<file path="src/hw/rtl/pitp_pkg.sv">
package pitp_pkg;

	localparam int unsigned OUT_WIDTH = 64;
	localparam int unsigned REG_WIDTH = 64;
	localparam int unsigned BASE_WIDTH = 6;

	localparam logic [2:0] PH_DONE     = 3'd0;
	localparam logic [2:0] PH_LEAD     = 3'd1;
	localparam logic [2:0] PH_SIGNED   = 3'd2;
	localparam logic [2:0] PH_ZERO     = 3'd3;
	localparam logic [2:0] PH_PREFIXED = 3'd4;
	localparam logic [2:0] PH_DIGITS   = 3'd5;

	localparam logic [0:0] REG_DEFAULT_VALUE = 1'b0;
	localparam logic [0:0] REG_NUMBER_BASE   = 1'b1;

	localparam logic [7:0] CH_TAB   = 8'h09;
	localparam logic [7:0] CH_SPACE = 8'h20;
	localparam logic [7:0] CH_PLUS  = 8'h2B;
	localparam logic [7:0] CH_MINUS = 8'h2D;
	localparam logic [7:0] CH_ZERO  = 8'h30;
	localparam logic [7:0] CH_UC_A  = 8'h41;
	localparam logic [7:0] CH_UC_Z  = 8'h5A;
	localparam logic [7:0] CH_LC_A  = 8'h61;
	localparam logic [7:0] CH_LC_Z  = 8'h7A;
	localparam logic [7:0] CH_UC_X  = 8'h58;
	localparam logic [7:0] CH_LC_X  = 8'h78;
	localparam logic [7:0] CH_UC_B  = 8'h42;
	localparam logic [7:0] CH_LC_B  = 8'h62;
	localparam logic [7:0] CH_UC_O  = 8'h4F;
	localparam logic [7:0] CH_LC_O  = 8'h6F;

	// 'A' - '9' - 1 and 'a' - '9' - 1
	localparam logic [7:0] UC_LETTER_OFS = 8'd7;
	localparam logic [7:0] LC_LETTER_OFS = 8'd39;

	localparam logic [BASE_WIDTH-1:0] BASE_HEX = 6'd16;
	localparam logic [BASE_WIDTH-1:0] BASE_BIN = 6'd2;
	localparam logic [BASE_WIDTH-1:0] BASE_OCT = 6'd8;
	localparam logic [BASE_WIDTH-1:0] BASE_DEC = 6'd10;

endpackage

</file>
<file path="src/hw/rtl/prefixed_integer_text_parser.sv">
// A result beat is registered in the output stage from the input-stage byte that ends the number.
// Throughput: one byte per cycle while no result waits; a digit step is one 64x6 multiply-add.
// While a result waits, one more byte is taken into the input stage, then s_tready drops.
// Reset (arst_n low): parser waits for a first byte, registers clear to zero, no beats pending.
module prefixed_integer_text_parser #(
	parameter int unsigned VALUE_WIDTH = 64
) (
	input  logic        clk,
	input  logic        arst_n,
	input  logic        s_tvalid,
	output logic        s_tready,
	input  logic [7:0]  s_tdata,   // [7:0] text_byte
	input  logic        s_tuser,   // [0] first_byte
	output logic        m_tvalid,
	input  logic        m_tready,
	output logic [63:0] m_tdata,   // [63:0] parsed_value
	output logic        m_tuser,   // [0] used_default
	input  logic        cfg_we,
	input  logic [0:0]  cfg_index,
	input  logic [63:0] cfg_wdata
);
	import pitp_pkg::*;

	logic [REG_WIDTH-1:0]  default_value_q;
	logic [BASE_WIDTH-1:0] number_base_q;

	logic       valid_s1;
	logic [7:0] byte_s1;
	logic       first_s1;

	logic [2:0]             phase_q;
	logic                   neg_q;
	logic [BASE_WIDTH-1:0]  base_q;
	logic [VALUE_WIDTH-1:0] acc_q;

	logic adv;
	logic fire;

	logic [2:0]             ph;
	logic                   neg;
	logic [BASE_WIDTH-1:0]  base;
	logic [VALUE_WIDTH-1:0] acc;

	logic [2:0]             nph;
	logic                   nneg;
	logic [BASE_WIDTH-1:0]  nbase;
	logic [VALUE_WIDTH-1:0] nacc;
	logic                   emit_val;
	logic                   emit_def;
	logic                   digit_go;
	logic [BASE_WIDTH-1:0]  wb;
	logic [BASE_WIDTH-1:0]  base_or_dec;
	logic [BASE_WIDTH-1:0]  base_or_oct;

	logic [7:0]             dmap;
	logic [7:0]             dval;
	logic                   dlegal;
	logic [VALUE_WIDTH-1:0] acc_step;
	logic signed [VALUE_WIDTH-1:0] sval;

	assign adv      = !m_tvalid || m_tready;
	assign fire     = valid_s1 && adv;
	assign s_tready = !valid_s1 || adv;

	always_ff @(posedge clk or negedge arst_n) begin
		if (!arst_n) begin
			default_value_q <= '0;
			number_base_q   <= '0;
		end else if (cfg_we) begin
			unique case (cfg_index)
				REG_DEFAULT_VALUE: default_value_q <= cfg_wdata;
				REG_NUMBER_BASE:   number_base_q   <= cfg_wdata[BASE_WIDTH-1:0];
				default: ;
			endcase
		end
	end

	always_ff @(posedge clk or negedge arst_n) begin
		if (!arst_n) begin
			valid_s1 <= 1'b0;
		end else if (s_tready) begin
			valid_s1 <= s_tvalid;
		end
	end

	always_ff @(posedge clk) begin
		if (s_tready && s_tvalid) begin
			byte_s1  <= s_tdata;
			first_s1 <= s_tuser;
		end
	end

	assign ph   = first_s1 ? PH_LEAD : phase_q;
	assign neg  = first_s1 ? 1'b0 : neg_q;
	assign base = first_s1 ? '0 : base_q;
	assign acc  = first_s1 ? '0 : acc_q;

	assign base_or_dec = (number_base_q != '0) ? number_base_q : BASE_DEC;
	assign base_or_oct = (number_base_q != '0) ? number_base_q : BASE_OCT;

	always_comb begin
		nph      = ph;
		nneg     = neg;
		nbase    = base;
		emit_val = 1'b0;
		emit_def = 1'b0;
		digit_go = 1'b0;
		wb       = base;
		unique case (ph)
			PH_LEAD, PH_SIGNED: begin
				if (ph == PH_LEAD && (byte_s1 == CH_SPACE || byte_s1 == CH_TAB)) begin
					nph = PH_LEAD;
				end else if (ph == PH_LEAD && byte_s1 < CH_SPACE) begin
					emit_def = 1'b1;
				end else if (ph == PH_LEAD && byte_s1 == CH_MINUS) begin
					nneg = 1'b1;
					nph  = PH_SIGNED;
				end else if (ph == PH_LEAD && byte_s1 == CH_PLUS) begin
					nph = PH_SIGNED;
				end else if (byte_s1 < CH_ZERO) begin
					emit_def = 1'b1;
				end else if (byte_s1 == CH_ZERO) begin
					nph = PH_ZERO;
				end else begin
					wb       = base_or_dec;
					nbase    = base_or_dec;
					digit_go = 1'b1;
				end
			end
			PH_ZERO: begin
				if (byte_s1 < CH_ZERO) begin
					emit_val = 1'b1;
				end else if (byte_s1 == CH_LC_X || byte_s1 == CH_UC_X) begin
					nbase = BASE_HEX;
					nph   = PH_PREFIXED;
				end else if (byte_s1 == CH_LC_B || byte_s1 == CH_UC_B) begin
					nbase = BASE_BIN;
					nph   = PH_PREFIXED;
				end else if (byte_s1 == CH_LC_O || byte_s1 == CH_UC_O) begin
					nbase = BASE_OCT;
					nph   = PH_PREFIXED;
				end else begin
					wb       = base_or_oct;
					nbase    = base_or_oct;
					digit_go = 1'b1;
				end
			end
			PH_PREFIXED: begin
				if (byte_s1 < CH_ZERO) begin
					emit_def = 1'b1;
				end else begin
					digit_go = 1'b1;
				end
			end
			PH_DIGITS: begin
				if (byte_s1 < CH_ZERO) begin
					emit_val = 1'b1;
				end else begin
					digit_go = 1'b1;
				end
			end
			default: begin
				nph = PH_DONE;
			end
		endcase
		if (digit_go) begin
			if (dlegal) begin
				nph = PH_DIGITS;
			end else begin
				emit_def = 1'b1;
			end
		end
		if (emit_val || emit_def) begin
			nph = PH_DONE;
		end
	end

	always_comb begin
		dmap = byte_s1;
		if (wb > BASE_DEC) begin
			if (byte_s1 >= CH_UC_A && byte_s1 <= CH_UC_Z) begin
				dmap = byte_s1 - UC_LETTER_OFS;
			end else if (byte_s1 >= CH_LC_A && byte_s1 <= CH_LC_Z) begin
				dmap = byte_s1 - LC_LETTER_OFS;
			end
		end
	end

	assign dval     = dmap - CH_ZERO;
	assign dlegal   = dval < {{(8-BASE_WIDTH){1'b0}}, wb};
	assign acc_step = acc * VALUE_WIDTH'(wb) + VALUE_WIDTH'(dval);
	assign nacc     = (digit_go && dlegal) ? acc_step : acc;

	// lone zero leaves the accumulator at zero, so one negate path covers both
	assign sval = neg ? VALUE_WIDTH'(-acc) : acc;

	always_ff @(posedge clk or negedge arst_n) begin
		if (!arst_n) begin
			phase_q <= PH_DONE;
			neg_q   <= 1'b0;
			base_q  <= '0;
			acc_q   <= '0;
		end else if (fire) begin
			phase_q <= nph;
			neg_q   <= nneg;
			base_q  <= nbase;
			acc_q   <= nacc;
		end
	end

	always_ff @(posedge clk or negedge arst_n) begin
		if (!arst_n) begin
			m_tvalid <= 1'b0;
		end else if (adv) begin
			m_tvalid <= valid_s1 && (emit_val || emit_def);
		end
	end

	always_ff @(posedge clk) begin
		if (fire && (emit_val || emit_def)) begin
			m_tdata <= emit_def ? default_value_q : OUT_WIDTH'(sval);
			m_tuser <= emit_def;
		end
	end

endmodule

</file>
<file path="config.mk">
export PLATFORM = sky130hd
export DESIGN_NAME = prefixed_integer_text_parser
export DESIGN_NICKNAME = d
export VERILOG_FILES = /design/src/hw/rtl/pitp_pkg.sv /design/src/hw/rtl/prefixed_integer_text_parser.sv
export SDC_FILE = /design/constraint.sdc
export NUM_CORES = 1
export LEC_CHECK = 0
export BUFFER_PORTS_ARGS = -buffer_cell sky130_fd_sc_hd__buf_2
export CAP_MARGIN = 20
export CORE_ASPECT_RATIO = 1.5
export CORE_MARGIN = 2
export CORE_UTILIZATION = 55
export DETAILED_ROUTE_END_ITERATION = 6
export GPL_TIMING_DRIVEN = 0
export PLACE_DENSITY = 0.79
export SYNTH_ARGS = -nofsm -noshare
export SYNTH_HDL_FRONTEND = slang
export SYNTH_SLANG_ARGS = --single-unit
</file>
<file path="constraint.sdc">
create_clock -name clk -period 23 [get_ports clk]
set_input_delay 1.15 -clock clk [delete_from_list [all_inputs] [get_ports clk]]
set_output_delay 1.15 -clock clk [all_outputs]
set_load 0.05 [all_outputs]
</file>
-- After elaboration in Yosys (flattened, before gate mapping)
Cells that the tools add are included.
- bitwise logic cells: 1
- multiply operators: 1
- $lt $le $gt $ge: 8
- mux-type cells: 67
- reductions and logical operators: 26
- add/sub/neg operators: 5
- equality and inequality tests: 16
- operators with widths (kind ; count):
    2-to-1 mux 64 bit ; 4
    2-to-1 mux 6 bit ; 17
    adder 64 x 8 -> 64 bit ; 1
    multiplier 64 x 6 -> 64 bit ; 1
    negation 64 bit ; 1
    equality test 8 x 7 -> 1 bit (second input constant) ; 6
    2-to-1 mux 3 bit ; 14
    equality test 8 x 6 -> 1 bit (second input constant) ; 4
    2-to-1 mux 1 bit ; 24
    2-to-1 mux 8 bit ; 3
    one-hot mux 6 bit (2 select lines) ; 2
    >= comparator 8 x 7 -> 1 bit (second input constant) ; 2
    <= comparator 8 x 7 -> 1 bit (second input constant) ; 2
    less-than comparator 8 x 6 -> 1 bit (second input constant) ; 2
    subtractor 8 x 6 -> 8 bit (second input constant) ; 2
    logical AND 1 bit ; 11
    one-hot mux 3 bit (3 select lines) ; 1
    equality test 8 x 4 -> 1 bit (second input constant) ; 1
    less-than comparator 8 x 6 -> 1 bit ; 1
    subtractor 8 x 3 -> 8 bit (second input constant) ; 1
    logical OR 1 bit ; 7
    equality test 3 x 2 -> 1 bit (second input constant) ; 2
    equality test 3 bit (second input constant) ; 2
    greater-than comparator 6 x 4 -> 1 bit (second input constant) ; 1
    8 further kinds ; 12
- output and inout port bits: 67
- register bits after elaboration: 220
- input bits: 79

-- Logic depth before layout (Yosys ltp)
Gate-level depths: netlist (run 1).
- depth after elaboration: 17
- gate-level depth with buffers: 31
- mapped depth without buffers: 29

-- Worst setup path before layout (run 1)
Ideal clock, no wire load.
- path type: register to register
- from: register byte_s1[0]
- to: register acc_q[47]
- library setup time: 0.121 ns
- data arrival time: 7.320 ns
- period minus slack after synthesis: 7.441 ns
- required time: 22.879 ns
- cell stages (with the launch flop): 29
- buffers on the path: 2
- setup slack: 15.559 ns
- cells stage by stage: edfxtp_1 -> inv_1 -> ha_1 -> nor3b_1 -> a21o_1 -> mux2i_1 -> o21ai_0 -> o21bai_1 -> clkbuf_1 -> inv_2 -> clkbuf_1 -> nor2_1 -> fa_1 -> fa_1 -> fa_1 -> inv_1 -> fa_1 -> inv_1 -> ha_1 -> a211o_1 -> o211a_1 -> o31a_1 -> o21ai_0 -> o21ai_0 -> a221oi_1 -> o221ai_1 -> a21oi_1 -> xnor2_1 -> a22o_1
- longest elaborated chain between the ends: 14
- elaborated cells on any way between the ends: 62
- ends and longest elaborated chain (item ; line ; text):
    start, declared ; prefixed_integer_text_parser.sv:28 ; logic [7:0] byte_s1;
    start signal, assigned ; prefixed_integer_text_parser.sv:88 ; byte_s1 <= s_tdata;
    parallel branches: the longest is 13 deep, another holds multiplier 64 x 6 -> 64 bit ; n/a ;
    2-to-1 mux 64 bit * ; prefixed_integer_text_parser.sv:192 ; assign nacc = (digit_go && dlegal) ? acc_step : acc;
    end signal, assigned ; prefixed_integer_text_parser.sv:207 ; acc_q <= nacc;
    end, declared ; prefixed_integer_text_parser.sv:34 ; logic [VALUE_WIDTH-1:0] acc_q;
Every way passes the cells marked *.
A chain may end at the register's enable or synchronous reset.

-- Worst setup path after layout (run 1)
Same ends and word-level chain as after synthesis.

==> results of run 1 <==
placed cells by master (no fill, tap or decap), types with 47 or more instances in the layout:
cell      instances
ha_1            137
inv_1           129
clkbuf_1        100
a22o_1           55
nor2_1          367
buf_2           159
edfxtp_1         74
fa_1            242
o21ai_0          85
a21oi_1          98
o31ai_1          71
xnor2_1          53
dfrtp_1         146
nand3_1          47
mux2_2           71
nand2_1         273
xor2_1           68
cell usage after synthesis (53+ instances only):
cell type	instances
nand2_1	273
mux2_2	71
a22o_1	55
fa_1	242
dfrtp_1	146
o21ai_0	85
ha_1	137
nor2_1	368
edfxtp_1	74
xor2_1	68
o31ai_1	71
a21oi_1	98
clkbuf_1	93
inv_1	129
xnor2_1	53
worst register-to-register path, delay by kind of cell (launching register included):
kind	cells	cell delay (ns)
flops	1	0.48
simple gates	2	0.71
fa+ha+maj	6	2.58
xor+xnor	1	0.10
buf+inv	6	1.67
compound gates	13	3.86
sequential cells by signal (all words and copies together) (netlist names), 3 cells and up:
signal and count:
number_base_q 6, default_value_q 64, acc_q 64, phase_q 3
byte_s1 8, m_tdata 64, base_q 6
per-layer routing:
| layer | vias to the layer above | track usage (%) |
|---|---|---|
| li1 | 8519 | - |
| met3 | 283 | 4.01 |
| met5 | - | 0 |
| met4 | 0 | 24.6 |
| met2 | 927 | 58.4 |
| met1 | 9731 | 39.1 |
metrics by stage:
step | cell area, sq um | total power [mW] | util, % | hold slack (ns)
after floorplan | 22400 | 1.03 | - | 0.456
final | 24600 | 1.67 | 61.3 | 0.498
after global routing | 24600 | 1.74 | 61.3 | 0.515
after detailed placement | 23900 | 1.27 | 59.4 | 0.477
after global placement | 23800 | 1.25 | 59.2 | 0.475
after CTS | 24600 | 1.65 | 61.3 | 0.500
kinds of logic after synthesis:
kind of cell,after synthesis,share of synthesized area (%)
and+or+nand+nor,823,15.7
AOI/OAI and AO/OA,497,15.3
adders and majority gates,379,29.2
buffers and inverters,259,4.75
DFF,220,26.2
xor gates and xnor gates,122,4.82
muxes,80,4.00
cell type report:
type	instances	area [sq um]	share of cell area, %
Sequential cell	220	5880	23.9
Clock inverter	8	87.6	0.356
Clock buffer	34	657	2.67
Inverter	132	495	2.01
Tap cell	506	633	2.57
Multi-Input combinational cell	1901	15500	63.0
Timing Repair Buffer	148	800	3.25
Buffer	127	571	2.32
power by group:
group          switching, mW  internal (mW)  leakage (nW)
Clock                  0.170          0.211         0.365
Combinational          0.560          0.202          8.94
Sequential            0.0406          0.488          2.58
final timing paths:
path	startpoint	end	slack, ns
worst max-delay path	byte_s1[0]$_DFFE_PP_	acc_q[47]$_DFFE_PN0P_	13.50
worst min register to register	base_q[3]$_DFFE_PN0P_	base_q[3]$_DFFE_PN0P_	0.50
min in group asynchronous	arst_n	base_q[3]$_DFFE_PN0P_	0.59
worst max register to register	byte_s1[0]$_DFFE_PP_	acc_q[47]$_DFFE_PN0P_	13.50
worst min-delay path	base_q[3]$_DFFE_PN0P_	base_q[3]$_DFFE_PN0P_	0.50
max in group asynchronous	arst_n	default_value_q[26]$_DFFE_PN0P_	21.51
==> metrics.txt, run 1 <==
number of global-route vias before repair=20215; RD Place Congestion=roughly 0.94; DR top layer=met4; Worst Path Buf+Inv=6; largest area contributor in the netlist=fa_1; Least-Margin Pin Slew=~1.0 ns; cts repair resizes=0; Final period util=between 40% and 50%; wire length per cell=23.3 microns; RSZ-0062 raised after global routing=no; CP delay by family, top=compound AO/OA/AOI/OAI gates; Synth Instances=2380; Layout Cells excl Fill=3076; share of the synthesized area in the top cell type=21.6%; power per cell area=around 68 nW/um^2; Initial DRC Count=1788; Worst EP required=about 23 ns; leading post-synthesis cells by cell area=fa_1 (22%), dfrtp_1 (16%), edfxtp_1 (9.9%); Worst setup SP type=flip-flop; min cycle time layout=9.50 ns; Overflow after GRT=0; Num CTS Buffers=23; synthesized area=22400 sq um; HP Class=reg -> reg; row count=90; Vias=19460; Post-CTS Setup Bufs=0; CTS Buffer Depth=3; Hold Crit Depth=1; FMAX=0.105 GHz; antenna violations before repair=0; DR WL met2=approximately 36 mm; slowest stage cell, crit path=o21ai_0; clk sink count=220; DRC viols=0; final count of negative-setup-slack endpoints=0; # H-tree levels=1; area delta synth->final=9.74%; status=finished clean; DIE WIDTH=169 microns; clk_skew=0.0224 ns; port bufs=between 100 and 150; remaining antenna violation count=0; Warnings, synthesis=0; total leakage power=~12 nW; Max Slew Vio Count=0; number of I/O pins=~150; die height=251 microns; All-Layer GR Usage=34.0%; TritonCTS clock tree=done; Metal-1 WL=25.5 mm; synth unique cells=between 80 and 90; arrival time worst endpoint=slightly below 10 ns; R2R cell count=28; first-pass GRT wire length=between 100 and 150 mm; largest net degree at the start of global routing=77; fillcell total=3403; syn_nets=2838; share of async-settable or async-resettable flops after synthesis=66.4%; Seq cells post-synth=between 200 and 250; Initial Util=a little under three fifths; CP Max Fanout=10; clock-pin slew of the registers on the worst-case setup and hold paths=0.06 ns; Slew HR=32.5%; DRT Pass-1 Iters=7; Core Area=a little over 40000 sq um; layout cells sized above 1=11.9%; vias per inst=6.33; Fin Setup TNS=0 ns; Crit. End Element=flip-flop; Primary FF master, synth=dfrtp_1; Seq/Total Area, Yosys=26.2%; placed cells=3034; met3 WL=4.26 mm; Max IR drop VDD=0.0676 mV; dpl ws=between 10 and 15 ns; # hold bufs at CTS=0; Crit. path cell count=28; count of final hold-check violations=0; Final nets=3011; CP peak stage delay=0.65 ns; post-detail-place hpwl=56.4 mm; Antenna Cells=0; number of synthesized flops with an enable pin=74; Crit Path Class=reg -> reg; DRT Wirelength=~72 mm; die area=42500 sq um; clock latency on the worst-skew pair=around 0.56 ns; Max-Cap Viols=0; Final Worst Setup Slack=13.50 ns; syn avg cell area=9.43 sq um; clk root buf=clkbuf_16
Note: power is estimated with default switching activity, not from simulation.
==> run 2: changes to the inputs <==
Clock period 23 ns to 9.8 ns, I/O delays scaled along.
==> run 2 against run 1 <==
Clock power up 140%. Die area is the same. Worst setup slack got worse by 13 ns. Highest routed layer unchanged. Count of clock-buffer cells in the layout did not move. Global-route usage about the same. Register-to-register slack worse by 13 ns. Critical path type unchanged. Sequential share of layout area hardly changed. Sequential power up 130%. Wire length shrank 0.20%. Critical path depth did not move. Clock skew rose by 0.0045 ns.
==> metrics.txt, run 2 (synthesized netlist as in run 1, its figures left out) <==
FMAX=0.110 GHz (+4.6%); clk_skew=0.0269 ns (+0.00445 ns); total leakage power=11.9 nW (about the same); Initial DRC Count=1741 (-2.6%); Max-Cap Viols=0 (unchanged); port bufs=145 (unchanged); Least-Margin Pin Slew=0.978 ns (-0.0344 ns); design area=24600 sq um (about the same); Worst setup SP type=flip-flop; largest net degree at the start of global routing=77 (unchanged); area delta synth->final=9.82% (about the same); Core Area=40200 sq um (unchanged); DIE WIDTH=169 microns (unchanged); DR WL met2=35.6 mm (-0.26%); CP Max Fanout=10 (unchanged); die area=42500 sq um (unchanged); commonest non-fill, non-tap cell in the layout=nor2_1; # H-tree levels=1 (unchanged); HP Class=in -> reg; DRT Wirelength=71.4 mm (-0.20%); Antenna Cells=0 (unchanged); fin util=61.3% (about the same); All-Layer GR Usage=34.0% (about the same); number of global-route vias before repair=20228 (+0.064%); CP peak stage delay=0.71 ns (+0.06 ns); Final nets=3012 (+0.033%); TritonCTS clock tree=done; clk sink count=220 (unchanged); Overflow after GRT=0 (unchanged); Num CTS Buffers=23 (unchanged); fillcell total=3402 (-0.029%); first-pass GRT wire length=111 mm (about the same); Max Slew Vio Count=0 (unchanged); antenna violations before repair=0 (unchanged); CTS Buffer Depth=3 (unchanged); met3 WL=4.37 mm (+2.7%); Post-DP Area=23900 sq um (unchanged); post-detail-place hpwl=56.4 mm (unchanged); Final period util=92.7% (+51 points); count of final hold-check violations=0 (unchanged); Top Registers=acc_q x64, default_value_q x64, m_tdata x64; Max IR drop VDD=0.159 mV (+130%); CP delay by family, top=compound AO/OA/AOI/OAI gates; DRC viols=0 (unchanged); Slew HR=34.8% (+2.3 points); slowest stage cell, crit path=clkbuf_1; Crit Path Class=reg -> reg; layout cells sized above 1=12.0% (+0.073 points); DRT Pass-1 Iters=6 (-1); power per cell area=159 nW/um^2 (+130%); clk root buf=clkbuf_16; Crit. End Element=flip-flop; clock-pin slew of the registers on the worst-case setup and hold paths=0.07 ns (about the same); min cycle time layout=9.08 ns (-0.419 ns); Initial Util=55.8% (unchanged); arrival time worst endpoint=9.59 ns (-0.35 ns); clock latency on the worst-skew pair=0.57 ns (about the same); Worst Path Buf+Inv=6 (unchanged); wire length per cell=23.2 microns (-0.23%); most frequent cells in the layout=nor2_1 (367), nand2_1 (273), fa_1 (242); Metal-1 WL=25.1 mm (-1.3%); Post-CTS Setup Bufs=0 (unchanged); DR top layer=met4; row count=90 (unchanged); vias per inst=6.32 (-0.12%); remaining antenna violation count=0 (unchanged); Worst EP required=10.31 ns (-13.13 ns); die height=251 microns (unchanged); RD Place Congestion=0.940 (unchanged); number of I/O pins=146 (unchanged); Vias=19442 (-0.092%); RSZ-0062 raised after global routing=no; final count of negative-setup-slack endpoints=0 (unchanged); crit-path most repeated cell=fa_1; status=finished clean
-- run 2: power by group --
group	total (mW)	internal (mW)	switching (mW)
Combinational	1.79	0.474	1.31
Clock	0.896	0.496	0.400
Sequential	1.24	1.14	0.0959
Total	3.92	2.11	1.81
-- run 2: layout make-up --
| type | instances | area [sq um] | area share, % |
|---|---|---|---|
| buffer | 127 | 571 | 2.32 |
| clock buffer | 34 | 657 | 2.67 |
| clock inverter | 8 | 87.6 | 0.355 |
| inverter | 132 | 499 | 2.03 |
| multi-input combinational | 1901 | 15500 | 62.9 |
| sequential | 220 | 5880 | 23.8 |
| tap | 506 | 633 | 2.57 |
| timing repair buffer | 149 | 810 | 3.29 |
-- run 2: routing by layer --
metal  up-vias  global-route usage [%]
li1       8509                       -
met4         0                    24.6
met2       929                    58.4
met5         -                       0
met3       293                    4.01
met1      9711                    39.1
-- run 2: worst reg2reg max path, delay by kind of cell, from the launching register on --
kind | cells | cell delay, ns
muxes | 1 | 0.21
adders and majority gates | 6 | 2.79
and+or+nand+nor | 3 | 0.65
DFF | 1 | 0.48
xor gates and xnor gates | 1 | 0.36
AOI/OAI and AO/OA | 11 | 3.10
buffers and inverters | 6 | 1.43
-- run 2: timing repair --
action | in CTS | in global routing
hold buffers | 1 | 0
endpoints found under the setup margin | 0 | 2
hold endpoints to repair | 48 | 0
gates resized for setup | 0 | 3
-- run 2: final timing paths --
kind / start / end / slack, ns / cells after the start
max: byte_s1[0]$_DFFE_PP_ / acc_q[62]$_DFFE_PN0P_ / 0.72 / 28
min: s_tdata[1] / byte_s1[1]$_DFFE_PP_ / 0.10 / 1
max reg2reg: byte_s1[0]$_DFFE_PP_ / acc_q[62]$_DFFE_PN0P_ / 0.72 / 28
min reg2reg: base_q[3]$_DFFE_PN0P_ / base_q[3]$_DFFE_PN0P_ / 0.50 / 1
max in group asynchronous: arst_n / default_value_q[26]$_DFFE_PN0P_ / 8.42 / 3
min in group asynchronous: arst_n / base_q[3]$_DFFE_PN0P_ / 0.49 / 2
-- run 2: through the flow --
stage / setup WS [ns] / setup TNS, ns / power [mW] / std cells / hold slack, ns
after floorplan: 2.36 / 0 / 2.42 / 2380 / 0.194
after global placement: -0.193 / -12.11 / 2.94 / 3031 / 0.475
after detailed placement: 0.562 / 0 / 2.99 / 3034 / 0.477
after CTS: 0.520 / 0 / 3.88 / 3077 / 0.0982
after global routing: 0.217 / 0 / 4.08 / 3077 / 0.113
final: 0.716 / 0 / 3.92 / 3077 / 0.102
